===== src/oal_pkg.sv =====
`timescale 1ns / 1ps
`default_nettype none

package oal_pkg;

   // Default sizing of the list store.
   localparam int DEPTH_DEF      = 64;
   localparam int WORD_WIDTH_DEF = 32;

   // Fixed widths of the port fields.
   localparam int ACTION_W   = 3;
   localparam int POSITION_W = 7;
   localparam int IO_WORD_W  = 32;
   localparam int STATUS_W   = 2;
   localparam int FOUND_W    = 6;
   localparam int LENGTH_W   = 7;

   typedef enum logic [ACTION_W-1:0] {
      ACT_INSERT = 3'd0,
      ACT_APPEND = 3'd1,
      ACT_DELETE = 3'd2,
      ACT_READ   = 3'd3,
      ACT_FIND   = 3'd4
   } action_type;

   typedef enum logic [STATUS_W-1:0] {
      STAT_OK        = 2'd0,
      STAT_BAD_INDEX = 2'd1,
      STAT_FULL      = 2'd2,
      STAT_NOT_FOUND = 2'd3
   } status_type;

   typedef enum logic [1:0] {
      SEQ_IDLE,
      SEQ_RUN,
      SEQ_HOLD
   } seq_state_type;

   // Result fields that do not depend on the word width.
   typedef struct packed {
      status_type          status;
      logic [FOUND_W-1:0]  found_at;
      logic [LENGTH_W-1:0] list_length;
   } rsp_meta_type;

   // Sequencer status seen by the top level.
   typedef struct packed {
      logic idle;
      logic hold;
   } seq_flags_type;

endpackage

`default_nettype wire


===== src/oal_store.sv =====
`timescale 1ns / 1ps
`default_nettype none

// Single-port-write, single-port-read list memory with a registered read.
module oal_store #(
   parameter int DEPTH      = oal_pkg::DEPTH_DEF,
   parameter int WORD_WIDTH = oal_pkg::WORD_WIDTH_DEF
) (
   input  wire logic                     clock,
   input  wire logic                     rd_en,
   input  wire logic [$clog2(DEPTH)-1:0] rd_addr,
   output      logic [WORD_WIDTH-1:0]    rd_data,
   input  wire logic                     wr_en,
   input  wire logic [$clog2(DEPTH)-1:0] wr_addr,
   input  wire logic [WORD_WIDTH-1:0]    wr_data
);

   logic [WORD_WIDTH-1:0] list_mem [DEPTH];
   logic [WORD_WIDTH-1:0] rd_data_ff;

   always_ff @(posedge clock) begin
      if (wr_en) begin
         list_mem[wr_addr] <= wr_data;
      end
   end

   always_ff @(posedge clock) begin
      if (rd_en) begin
         rd_data_ff <= list_mem[rd_addr];
      end
   end

   assign rd_data = rd_data_ff;

endmodule

`default_nettype wire


===== src/oal_seq.sv =====
`timescale 1ns / 1ps
`default_nettype none

// Request sequencer: checks each request, then walks the memory one read and
// one write-back per cycle to shift, fetch or search entries.
module oal_seq #(
   parameter int DEPTH      = oal_pkg::DEPTH_DEF,
   parameter int WORD_WIDTH = oal_pkg::WORD_WIDTH_DEF
) (
   input  wire logic                              clock,
   input  wire logic                              reset,
   input  wire logic                              req_valid,
   input  wire logic [oal_pkg::ACTION_W-1:0]      req_action,
   input  wire logic [oal_pkg::POSITION_W-1:0]    req_position,
   input  wire logic [WORD_WIDTH-1:0]             req_word,
   input  wire logic                              slot_free,
   output      oal_pkg::seq_flags_type            flags,
   output      oal_pkg::rsp_meta_type             res_meta,
   output      logic [WORD_WIDTH-1:0]             res_word,
   output      logic                              rd_en,
   output      logic [$clog2(DEPTH)-1:0]          rd_addr,
   input  wire logic [WORD_WIDTH-1:0]             rd_data,
   output      logic                              wr_en,
   output      logic [$clog2(DEPTH)-1:0]          wr_addr,
   output      logic [WORD_WIDTH-1:0]             wr_data
);

   localparam int AW = $clog2(DEPTH);
   localparam int CW = $clog2(DEPTH + 1);
   localparam int PW = (CW > oal_pkg::POSITION_W) ? CW : oal_pkg::POSITION_W;

   oal_pkg::seq_state_type          state_ff, state_in;
   oal_pkg::action_type             act_ff, act_in;
   oal_pkg::status_type             status_ff, status_in;
   logic [CW-1:0]                   count_ff, count_in;
   logic [CW-1:0]                   pos_ff, pos_in;
   logic [CW-1:0]                   end_ff, end_in;
   logic [CW-1:0]                   idx_ff, idx_in;
   logic [WORD_WIDTH-1:0]           word_ff, word_in;
   logic                            pend_ff, pend_in;
   logic [AW-1:0]                   pend_addr_ff, pend_addr_in;
   logic [WORD_WIDTH-1:0]           res_word_ff, res_word_in;
   logic [oal_pkg::FOUND_W-1:0]     found_ff, found_in;

   logic [PW-1:0] pos_ext;
   logic [PW-1:0] count_ext;
   logic          down;
   logic          more;

   assign pos_ext   = PW'(req_position);
   assign count_ext = PW'(count_ff);
   assign down      = (act_ff == oal_pkg::ACT_INSERT) || (act_ff == oal_pkg::ACT_APPEND);
   assign more      = down ? (idx_ff > end_ff) : (idx_ff < end_ff);

   always_ff @(posedge clock) begin
      if (reset) begin
         state_ff <= oal_pkg::SEQ_IDLE;
         count_ff <= '0;
         pend_ff  <= 1'b0;
      end else begin
         state_ff <= state_in;
         count_ff <= count_in;
         pend_ff  <= pend_in;
      end
   end

   always_ff @(posedge clock) begin
      act_ff       <= act_in;
      status_ff    <= status_in;
      pos_ff       <= pos_in;
      end_ff       <= end_in;
      idx_ff       <= idx_in;
      word_ff      <= word_in;
      pend_addr_ff <= pend_addr_in;
      res_word_ff  <= res_word_in;
      found_ff     <= found_in;
   end

   always_comb begin
      state_in     = state_ff;
      act_in       = act_ff;
      status_in    = status_ff;
      count_in     = count_ff;
      pos_in       = pos_ff;
      end_in       = end_ff;
      idx_in       = idx_ff;
      word_in      = word_ff;
      pend_in      = 1'b0;
      pend_addr_in = pend_addr_ff;
      res_word_in  = res_word_ff;
      found_in     = found_ff;
      rd_en        = 1'b0;
      rd_addr      = down ? AW'(idx_ff - 1'b1) : AW'(idx_ff);
      wr_en        = 1'b0;
      wr_addr      = AW'(pos_ff);
      wr_data      = word_ff;

      unique case (state_ff)
         oal_pkg::SEQ_IDLE: begin
            if (req_valid) begin
               act_in      = oal_pkg::action_type'(req_action);
               word_in     = req_word;
               res_word_in = '0;
               found_in    = '0;
               status_in   = oal_pkg::STAT_OK;
               state_in    = oal_pkg::SEQ_RUN;
               case (oal_pkg::action_type'(req_action))
                  oal_pkg::ACT_INSERT: begin
                     if (pos_ext > count_ext) begin
                        status_in = oal_pkg::STAT_BAD_INDEX;
                        state_in  = oal_pkg::SEQ_HOLD;
                     end else if (count_ff == CW'(DEPTH)) begin
                        status_in = oal_pkg::STAT_FULL;
                        state_in  = oal_pkg::SEQ_HOLD;
                     end
                     pos_in = CW'(req_position);
                     idx_in = count_ff;
                     end_in = CW'(req_position);
                  end
                  oal_pkg::ACT_APPEND: begin
                     if (count_ff == CW'(DEPTH)) begin
                        status_in = oal_pkg::STAT_FULL;
                        state_in  = oal_pkg::SEQ_HOLD;
                     end
                     pos_in = count_ff;
                     idx_in = count_ff;
                     end_in = count_ff;
                  end
                  oal_pkg::ACT_DELETE, oal_pkg::ACT_READ: begin
                     if (pos_ext >= count_ext) begin
                        status_in = oal_pkg::STAT_BAD_INDEX;
                        state_in  = oal_pkg::SEQ_HOLD;
                     end
                     pos_in = CW'(req_position);
                     idx_in = CW'(req_position);
                     end_in = (oal_pkg::action_type'(req_action) == oal_pkg::ACT_READ) ?
                              CW'(req_position) + 1'b1 : count_ff;
                  end
                  oal_pkg::ACT_FIND: begin
                     pos_in = '0;
                     idx_in = '0;
                     end_in = count_ff;
                  end
                  default: begin
                     state_in = oal_pkg::SEQ_HOLD;
                  end
               endcase
            end
         end

         oal_pkg::SEQ_RUN: begin
            // Issue the next read of the walk.
            rd_en        = more;
            pend_in      = more;
            pend_addr_in = rd_addr;
            idx_in       = down ? idx_ff - 1'b1 : idx_ff + 1'b1;
            if (!more) begin
               idx_in = idx_ff;
            end

            // Retire the word read in the previous cycle.
            if (pend_ff) begin
               case (act_ff)
                  oal_pkg::ACT_INSERT, oal_pkg::ACT_APPEND: begin
                     wr_en   = 1'b1;
                     wr_addr = pend_addr_ff + 1'b1;
                     wr_data = rd_data;
                  end
                  oal_pkg::ACT_DELETE: begin
                     if (pend_addr_ff == AW'(pos_ff)) begin
                        res_word_in = rd_data;
                     end else begin
                        wr_en   = 1'b1;
                        wr_addr = pend_addr_ff - 1'b1;
                        wr_data = rd_data;
                     end
                  end
                  oal_pkg::ACT_READ: begin
                     res_word_in = rd_data;
                  end
                  default: begin
                     if (rd_data == word_ff) begin
                        found_in  = oal_pkg::FOUND_W'(pend_addr_ff);
                        status_in = oal_pkg::STAT_OK;
                        state_in  = oal_pkg::SEQ_HOLD;
                        pend_in   = 1'b0;
                     end
                  end
               endcase
            end

            // Walk finished: the last write-back has retired.
            if (!more && !pend_ff) begin
               state_in = oal_pkg::SEQ_HOLD;
               case (act_ff)
                  oal_pkg::ACT_INSERT, oal_pkg::ACT_APPEND: begin
                     wr_en    = 1'b1;
                     wr_addr  = AW'(pos_ff);
                     wr_data  = word_ff;
                     count_in = count_ff + 1'b1;
                  end
                  oal_pkg::ACT_DELETE: begin
                     count_in = count_ff - 1'b1;
                  end
                  oal_pkg::ACT_FIND: begin
                     status_in = oal_pkg::STAT_NOT_FOUND;
                  end
                  default: begin
                  end
               endcase
            end
         end

         oal_pkg::SEQ_HOLD: begin
            if (slot_free) begin
               state_in = oal_pkg::SEQ_IDLE;
            end
         end

         default: begin
            state_in = oal_pkg::SEQ_IDLE;
         end
      endcase
   end

   assign flags.idle           = (state_ff == oal_pkg::SEQ_IDLE);
   assign flags.hold           = (state_ff == oal_pkg::SEQ_HOLD);
   assign res_meta.status      = status_ff;
   assign res_meta.found_at    = found_ff;
   assign res_meta.list_length = oal_pkg::LENGTH_W'(count_ff);
   assign res_word             = res_word_ff;

endmodule

`default_nettype wire


===== src/ordered_array_list_engine_unit.sv =====
`timescale 1ns / 1ps
`default_nettype none

// Channel   Direction  Ports                                     Word carried
// -------   ---------  ----------------------------------------  -------------------------
// req       in         req_valid, req_stall, req_action,          one list request
//                      req_position, req_word_in
// rsp       out        rsp_valid, rsp_stall, rsp_status,          one result per request
//                      rsp_word_out, rsp_found_at, rsp_list_length
//
// Steps: a request is taken while the sequencer is idle. An insert, append,
// delete, read or find then works the list memory; a request rejected for
// a bad index or a full list, or one with an unused action code, skips the
// walk. Each request then hands its result to the output register. The
// walk is paced by the single read port of the list memory, whose
// registered data feeds one write-back per cycle.
// Reset is synchronous and active high; it empties the list. Memory contents
// are not cleared, as an entry is only read after it has been written.
// A stalled result sits in the output register while the next request is
// accepted and worked; the finished result of that one waits in the
// sequencer until the output register frees up.
module ordered_array_list_engine_unit #(
   parameter int DEPTH      = oal_pkg::DEPTH_DEF,
   parameter int WORD_WIDTH = oal_pkg::WORD_WIDTH_DEF
) (
   input  wire logic                               clock,
   input  wire logic                               reset,
   input  wire logic                               req_valid,
   output      logic                               req_stall,
   input  wire logic [oal_pkg::ACTION_W-1:0]       req_action,
   input  wire logic [oal_pkg::POSITION_W-1:0]     req_position,
   input  wire logic [oal_pkg::IO_WORD_W-1:0]      req_word_in,
   output      logic                               rsp_valid,
   input  wire logic                               rsp_stall,
   output      logic [oal_pkg::STATUS_W-1:0]       rsp_status,
   output      logic [oal_pkg::IO_WORD_W-1:0]      rsp_word_out,
   output      logic [oal_pkg::FOUND_W-1:0]        rsp_found_at,
   output      logic [oal_pkg::LENGTH_W-1:0]       rsp_list_length
);

   localparam int AW = $clog2(DEPTH);

   oal_pkg::seq_flags_type          flags;
   oal_pkg::rsp_meta_type           res_meta;
   logic [WORD_WIDTH-1:0]           res_word;
   logic [WORD_WIDTH-1:0]           req_word;
   logic                            slot_free;
   logic                            load;

   logic                            rd_en;
   logic [AW-1:0]                   rd_addr;
   logic [WORD_WIDTH-1:0]           rd_data;
   logic                            wr_en;
   logic [AW-1:0]                   wr_addr;
   logic [WORD_WIDTH-1:0]           wr_data;

   logic                            rsp_valid_ff, rsp_valid_in;
   oal_pkg::rsp_meta_type           rsp_meta_ff;
   logic [oal_pkg::IO_WORD_W-1:0]   rsp_word_ff;

   // Only the low WORD_WIDTH bits of an incoming word take part.
   assign req_word  = WORD_WIDTH'(req_word_in);
   assign req_stall = !flags.idle;

   // The output register takes a new word when empty or being drained.
   assign slot_free = !rsp_valid_ff || !rsp_stall;
   assign load      = flags.hold && slot_free;

   oal_seq #(
      .DEPTH      (DEPTH),
      .WORD_WIDTH (WORD_WIDTH)
   ) u_seq (
      .clock        (clock),
      .reset        (reset),
      .req_valid    (req_valid),
      .req_action   (req_action),
      .req_position (req_position),
      .req_word     (req_word),
      .slot_free    (slot_free),
      .flags        (flags),
      .res_meta     (res_meta),
      .res_word     (res_word),
      .rd_en        (rd_en),
      .rd_addr      (rd_addr),
      .rd_data      (rd_data),
      .wr_en        (wr_en),
      .wr_addr      (wr_addr),
      .wr_data      (wr_data)
   );

   oal_store #(
      .DEPTH      (DEPTH),
      .WORD_WIDTH (WORD_WIDTH)
   ) u_store (
      .clock   (clock),
      .rd_en   (rd_en),
      .rd_addr (rd_addr),
      .rd_data (rd_data),
      .wr_en   (wr_en),
      .wr_addr (wr_addr),
      .wr_data (wr_data)
   );

   always_comb begin
      rsp_valid_in = rsp_valid_ff;
      if (load) begin
         rsp_valid_in = 1'b1;
      end else if (!rsp_stall) begin
         rsp_valid_in = 1'b0;
      end
   end

   always_ff @(posedge clock) begin
      if (reset) begin
         rsp_valid_ff <= 1'b0;
      end else begin
         rsp_valid_ff <= rsp_valid_in;
      end
   end

   always_ff @(posedge clock) begin
      if (load) begin
         rsp_meta_ff <= res_meta;
         rsp_word_ff <= oal_pkg::IO_WORD_W'(res_word);
      end
   end

   assign rsp_valid       = rsp_valid_ff;
   assign rsp_status      = rsp_meta_ff.status;
   assign rsp_word_out    = rsp_word_ff;
   assign rsp_found_at    = rsp_meta_ff.found_at;
   assign rsp_list_length = rsp_meta_ff.list_length;

   // The walk never reads the entry it writes back in the same cycle.
   a_no_rw_collision: assert property (@(posedge clock) disable iff (reset)
      (rd_en && wr_en) |-> (rd_addr != wr_addr))
      else $error("memory read and write hit the same entry");

   // Memory traffic only happens while a request is being worked.
   a_mem_idle: assert property (@(posedge clock) disable iff (reset)
      (flags.idle || flags.hold) |-> (!rd_en && !wr_en))
      else $error("memory access outside a walk");

   // A result handed over shows up on the output in the next cycle.
   a_load_shows: assert property (@(posedge clock) disable iff (reset)
      load |=> (rsp_valid && (rsp_list_length == $past(res_meta.list_length))))
      else $error("result not registered at the output");

   // A full report only comes from a full list.
   a_full_len: assert property (@(posedge clock) disable iff (reset)
      (rsp_valid && (rsp_status == oal_pkg::STAT_FULL)) |->
      (rsp_list_length == oal_pkg::LENGTH_W'(DEPTH)))
      else $error("full reported on a list that is not full");

endmodule

`default_nettype wire


===== config.mk =====
export PLATFORM = sky130hd
export DESIGN_NAME = ordered_array_list_engine_unit
export DESIGN_NICKNAME = d
export VERILOG_FILES = /design/src/oal_pkg.sv /design/src/oal_store.sv /design/src/oal_seq.sv /design/src/ordered_array_list_engine_unit.sv
export SDC_FILE = /design/constraint.sdc
export NUM_CORES = 2
export LEC_CHECK = 0
export BUFFER_PORTS_ARGS = -buffer_cell sky130_fd_sc_hd__buf_2
export CORE_MARGIN = 5
export CORE_UTILIZATION = 40
export CTS_CLUSTER_SIZE = 24
export DETAILED_ROUTE_END_ITERATION = 10
export GPL_ROUTABILITY_DRIVEN = 0
export GPL_TIMING_DRIVEN = 0
export PLACE_DENSITY = 0.54
export SYNTH_ARGS = -nofsm -noshare
export SYNTH_HDL_FRONTEND = slang
export SYNTH_HIERARCHICAL = 1
export SYNTH_SLANG_ARGS = --single-unit

===== constraint.sdc =====
create_clock -name clock -period 8.09 [get_ports clock]
set_input_delay 0.4045 -clock clock [delete_from_list [all_inputs] [get_ports clock]]
set_output_delay 0.4045 -clock clock [all_outputs]
set_load 0.02 [all_outputs]

==> qor.yml <==
status: "complete, no violations"
numPortBuffers: 94
p_clk_share_pct: 38.4
avgViaCountPerCell: 5.95
setup_viol: 0
hold_path.class: "primary input to flip-flop"
dp_hpwl_um: 172000
grt.total_usage_pct: 22.7
tns_ps: 0
cts_root_buf: "clkbuf_16"
syn_nets: 4214
seqCellArea_mm2: 0.0671
layout-drive-gt1-share_pct: 24.7
rows: 171
post_cts_buffers: 0
layout_commonest_cell: "edfxtp_1"
grt_max_degree: 65
netlist_instances: 4143
finClkSkew_ps: 60.7
synth_cell_type_count: 75
syn2layout_area_growth_pct: 16.0
critPathKind: "flip-flop to flip-flop"
dr.pass1.iters: 6
worstPathMaxFanout: 10
floorplan.initialDensity_pct: 40.2
die_width_um: 477
p_int_mw: 20.0
final_cell_mix: "edfxtp_1 (2228), mux4_2 (446), clkbuf_16 (229)"
power.switching_mw: 6.83
vias: 45400
slew_headroom_pct: 3.24
fin_cells: 7638
cts_inserted_buffers: 228
grt_pass1_vias: 44800
drt_iter0_drc: 5845
leakage_nw: 31.8
drc_errors: 0
async_reset_ff_share_pct: 0
power_density_mw_per_mm2: 266
seqPwrFrac_pct: 48.4
cp-start-kind: "flip-flop"
cts_sinks: 2239
cts.clk_slew.worst_paths_ps: 60
antenna_found_initial: 15
wire_per_inst_um: 34.4
p_comb_share_pct: 13.2
htreeDepth: 4
fill_cells: 17900
multi_input_area_mm2: 0.0192
synth_seq_cells: 2239
timing.fmax_mhz: 143
switching_share_pct: 25.4
finish.utilization_pct: 46.6
rsz0062_at_grt: "no"
core_area_mm2: 0.217
finalNetCount: 4659
endpoint_kind: "flip-flop"
cp.required_ps: 8560
clk_latency_ps: 880
netlist_top_cells_area: "edfxtp_1 (77%), mux4_2 (12%), mux2i_1 (2.2%)"
drv_slew: 0
syn_area_mm2: 0.0873
drv_cap: 0
synth_edf_count: 2228
regToRegSetupSlack_ps: 1100
synth_top_area_share_pct: 76.7
dieArea_mm2: 0.228
ir_worst_vdd_mv: 0.176
dpl.cell_count: 7165
synth_top_cell_by_area: "edfxtp_1"
cts-resized-gates: 0
overflow: 0
finalHoldViolCount: 0
grt_pass1_wl_um: 363000
die_h_um: 477
synth_warnings: 6
power.total_mw: 26.9
pin_count: 95
synth_area_per_cell_um2: 21.1
fin_crit_sh_pct: 86.4
worst_pin_slew_ps: 1450
fin_crit_ps: 6990
cts_tree: "done"
synth_seq_area_share_pct: 76.9
antenna_left: 0
routed_wl_um: 263000
ctsLongestPathBuffers: 3
ys.flop_type: "edfxtp_1"
critical_path_arrival_ps: 7460
## logic make-up (layout without fill, tap and decap cells)
group                      Yosys count  in the layout  synth area share, %
DFF                               2239           2239                 76.9
muxes                              674            674                 14.2
AOI/OAI and AO/OA                  473            473                 3.80
and+or+nand+nor                    410            410                 2.37
buffers and inverters              267            903                 1.79
xor gates and xnor gates            55             55                0.552
adders and majority gates           25             25                0.367
other                                0              5                    0
## cells in the mapped netlist (6+ instances only)
cell type / instances
a211oi_1: 24
buf_6: 32
a21oi_1: 71
a22oi_1: 130
edfxtp_1: 2228
o22a_1: 12
ha_1: 24
buf_8: 6
nor2b_1: 19
mux2i_1: 195
nand3b_1: 9
nand2b_1: 12
nand3_1: 56
nor3_1: 16
a221oi_1: 14
o211ai_1: 18
nand4_1: 10
buf_4: 32
and4_1: 7
or2_2: 7
clkbuf_1: 88
mux4_2: 446
a311o_1: 12
o21ai_0: 51
xnor2_1: 43
and3_1: 10
a22o_1: 18
o22ai_1: 46
a31oi_1: 23
buf_2: 59
dfxtp_1: 11
xor2_1: 12
a211o_1: 10
nor4_1: 6
buf_1: 10
nor2_1: 126
o221ai_1: 18
nand2_1: 65
inv_1: 35
and2_1: 42
mux2_2: 29
a311oi_1: 6
## what timing repair did
action / CTS / global route
hold buffers: 45 / 0
setup endpoints to repair: 0 / 0
hold endpoints to repair: 47 / 0
## critical path: stages (launching register included)
cell and delay [ps]:
edfxtp_1 490, or2_1 250, buf_2 180, or4_1 490
xnor2_1 880, buf_2 620, clkbuf_1 960, clkbuf_1 990
mux2i_1 310, a21oi_1 220, a311oi_1 1180
## stage by stage
| stage | area, um^2 | worst slack, ps | hold slack (ps) |
|---|---|---|---|
| final | 101000 | 1100 | 246 |
| after global routing | 101000 | 1180 | 212 |
| after CTS | 101000 | 1330 | 181 |
| after detailed placement | 93400 | 1450 | 405 |
| after global placement | 91300 | 279 | 404 |
| after floorplan | 87300 | 3520 | 400 |
## final cells by class
type	instances	area share, %
multi-input cells	1637	18.9
clock buffers	288	5.90
flip-flops and latches	2239	66.3
well taps	2854	3.53
clock inverters	133	1.29
diodes	5	0.0124
plain buffers	231	1.40
inverters	36	0.138
repair buffers	215	2.48
## power by group through the flow
stage | clock network (mW) | registers (mW) | logic [mW]
after CTS | 10.5 | 13.0 | 3.52
after detailed placement | 0 | 13.3 | 3.50
final | 10.3 | 13.0 | 3.55
after global routing | 11.0 | 13.0 | 3.68
after floorplan | 0 | 13.2 | 1.98
after global placement | 0 | 13.3 | 3.44
## flip-flops by register name, summed over array words and instances, names as in the netlist, 7 cells and up
register and flops:
u_seq/res_word 32, rsp_word_out 32, u_seq/count_ext 7, rsp_list_length 7, u_seq/idx_ff 7, u_store/list_mem 2048, u_seq/word_ff 32, u_store/rd_data 32
u_seq/end_ff 7
## routing by layer
| metal | routed length [um] | vias to the layer above | GRT usage, % |
|---|---|---|---|
| li1 | - | 18300 | - |
| met1 | 108000 | 24400 | 31.9 |
| met2 | 121000 | 2257 | 35.1 |
| met3 | 24000 | 417 | 5.34 |
| met4 | 9760 | 4 | 7.79 |
| met5 | 28 | - | 0 |
## worst paths after layout
kind / startpoint / end / depth (start not counted)
hold reg to reg: u_seq/res_word[26] / rsp_word_out[26] / 0
hold / removal: req_word_in[23] / u_seq/word_ff[23] / 2
setup reg to reg: u_seq/act_ff[2] / u_store/rd_data[15] / 10
setup / recovery: u_seq/act_ff[2] / u_store/rd_data[15] / 10
(Power assumes the default switching activity.)
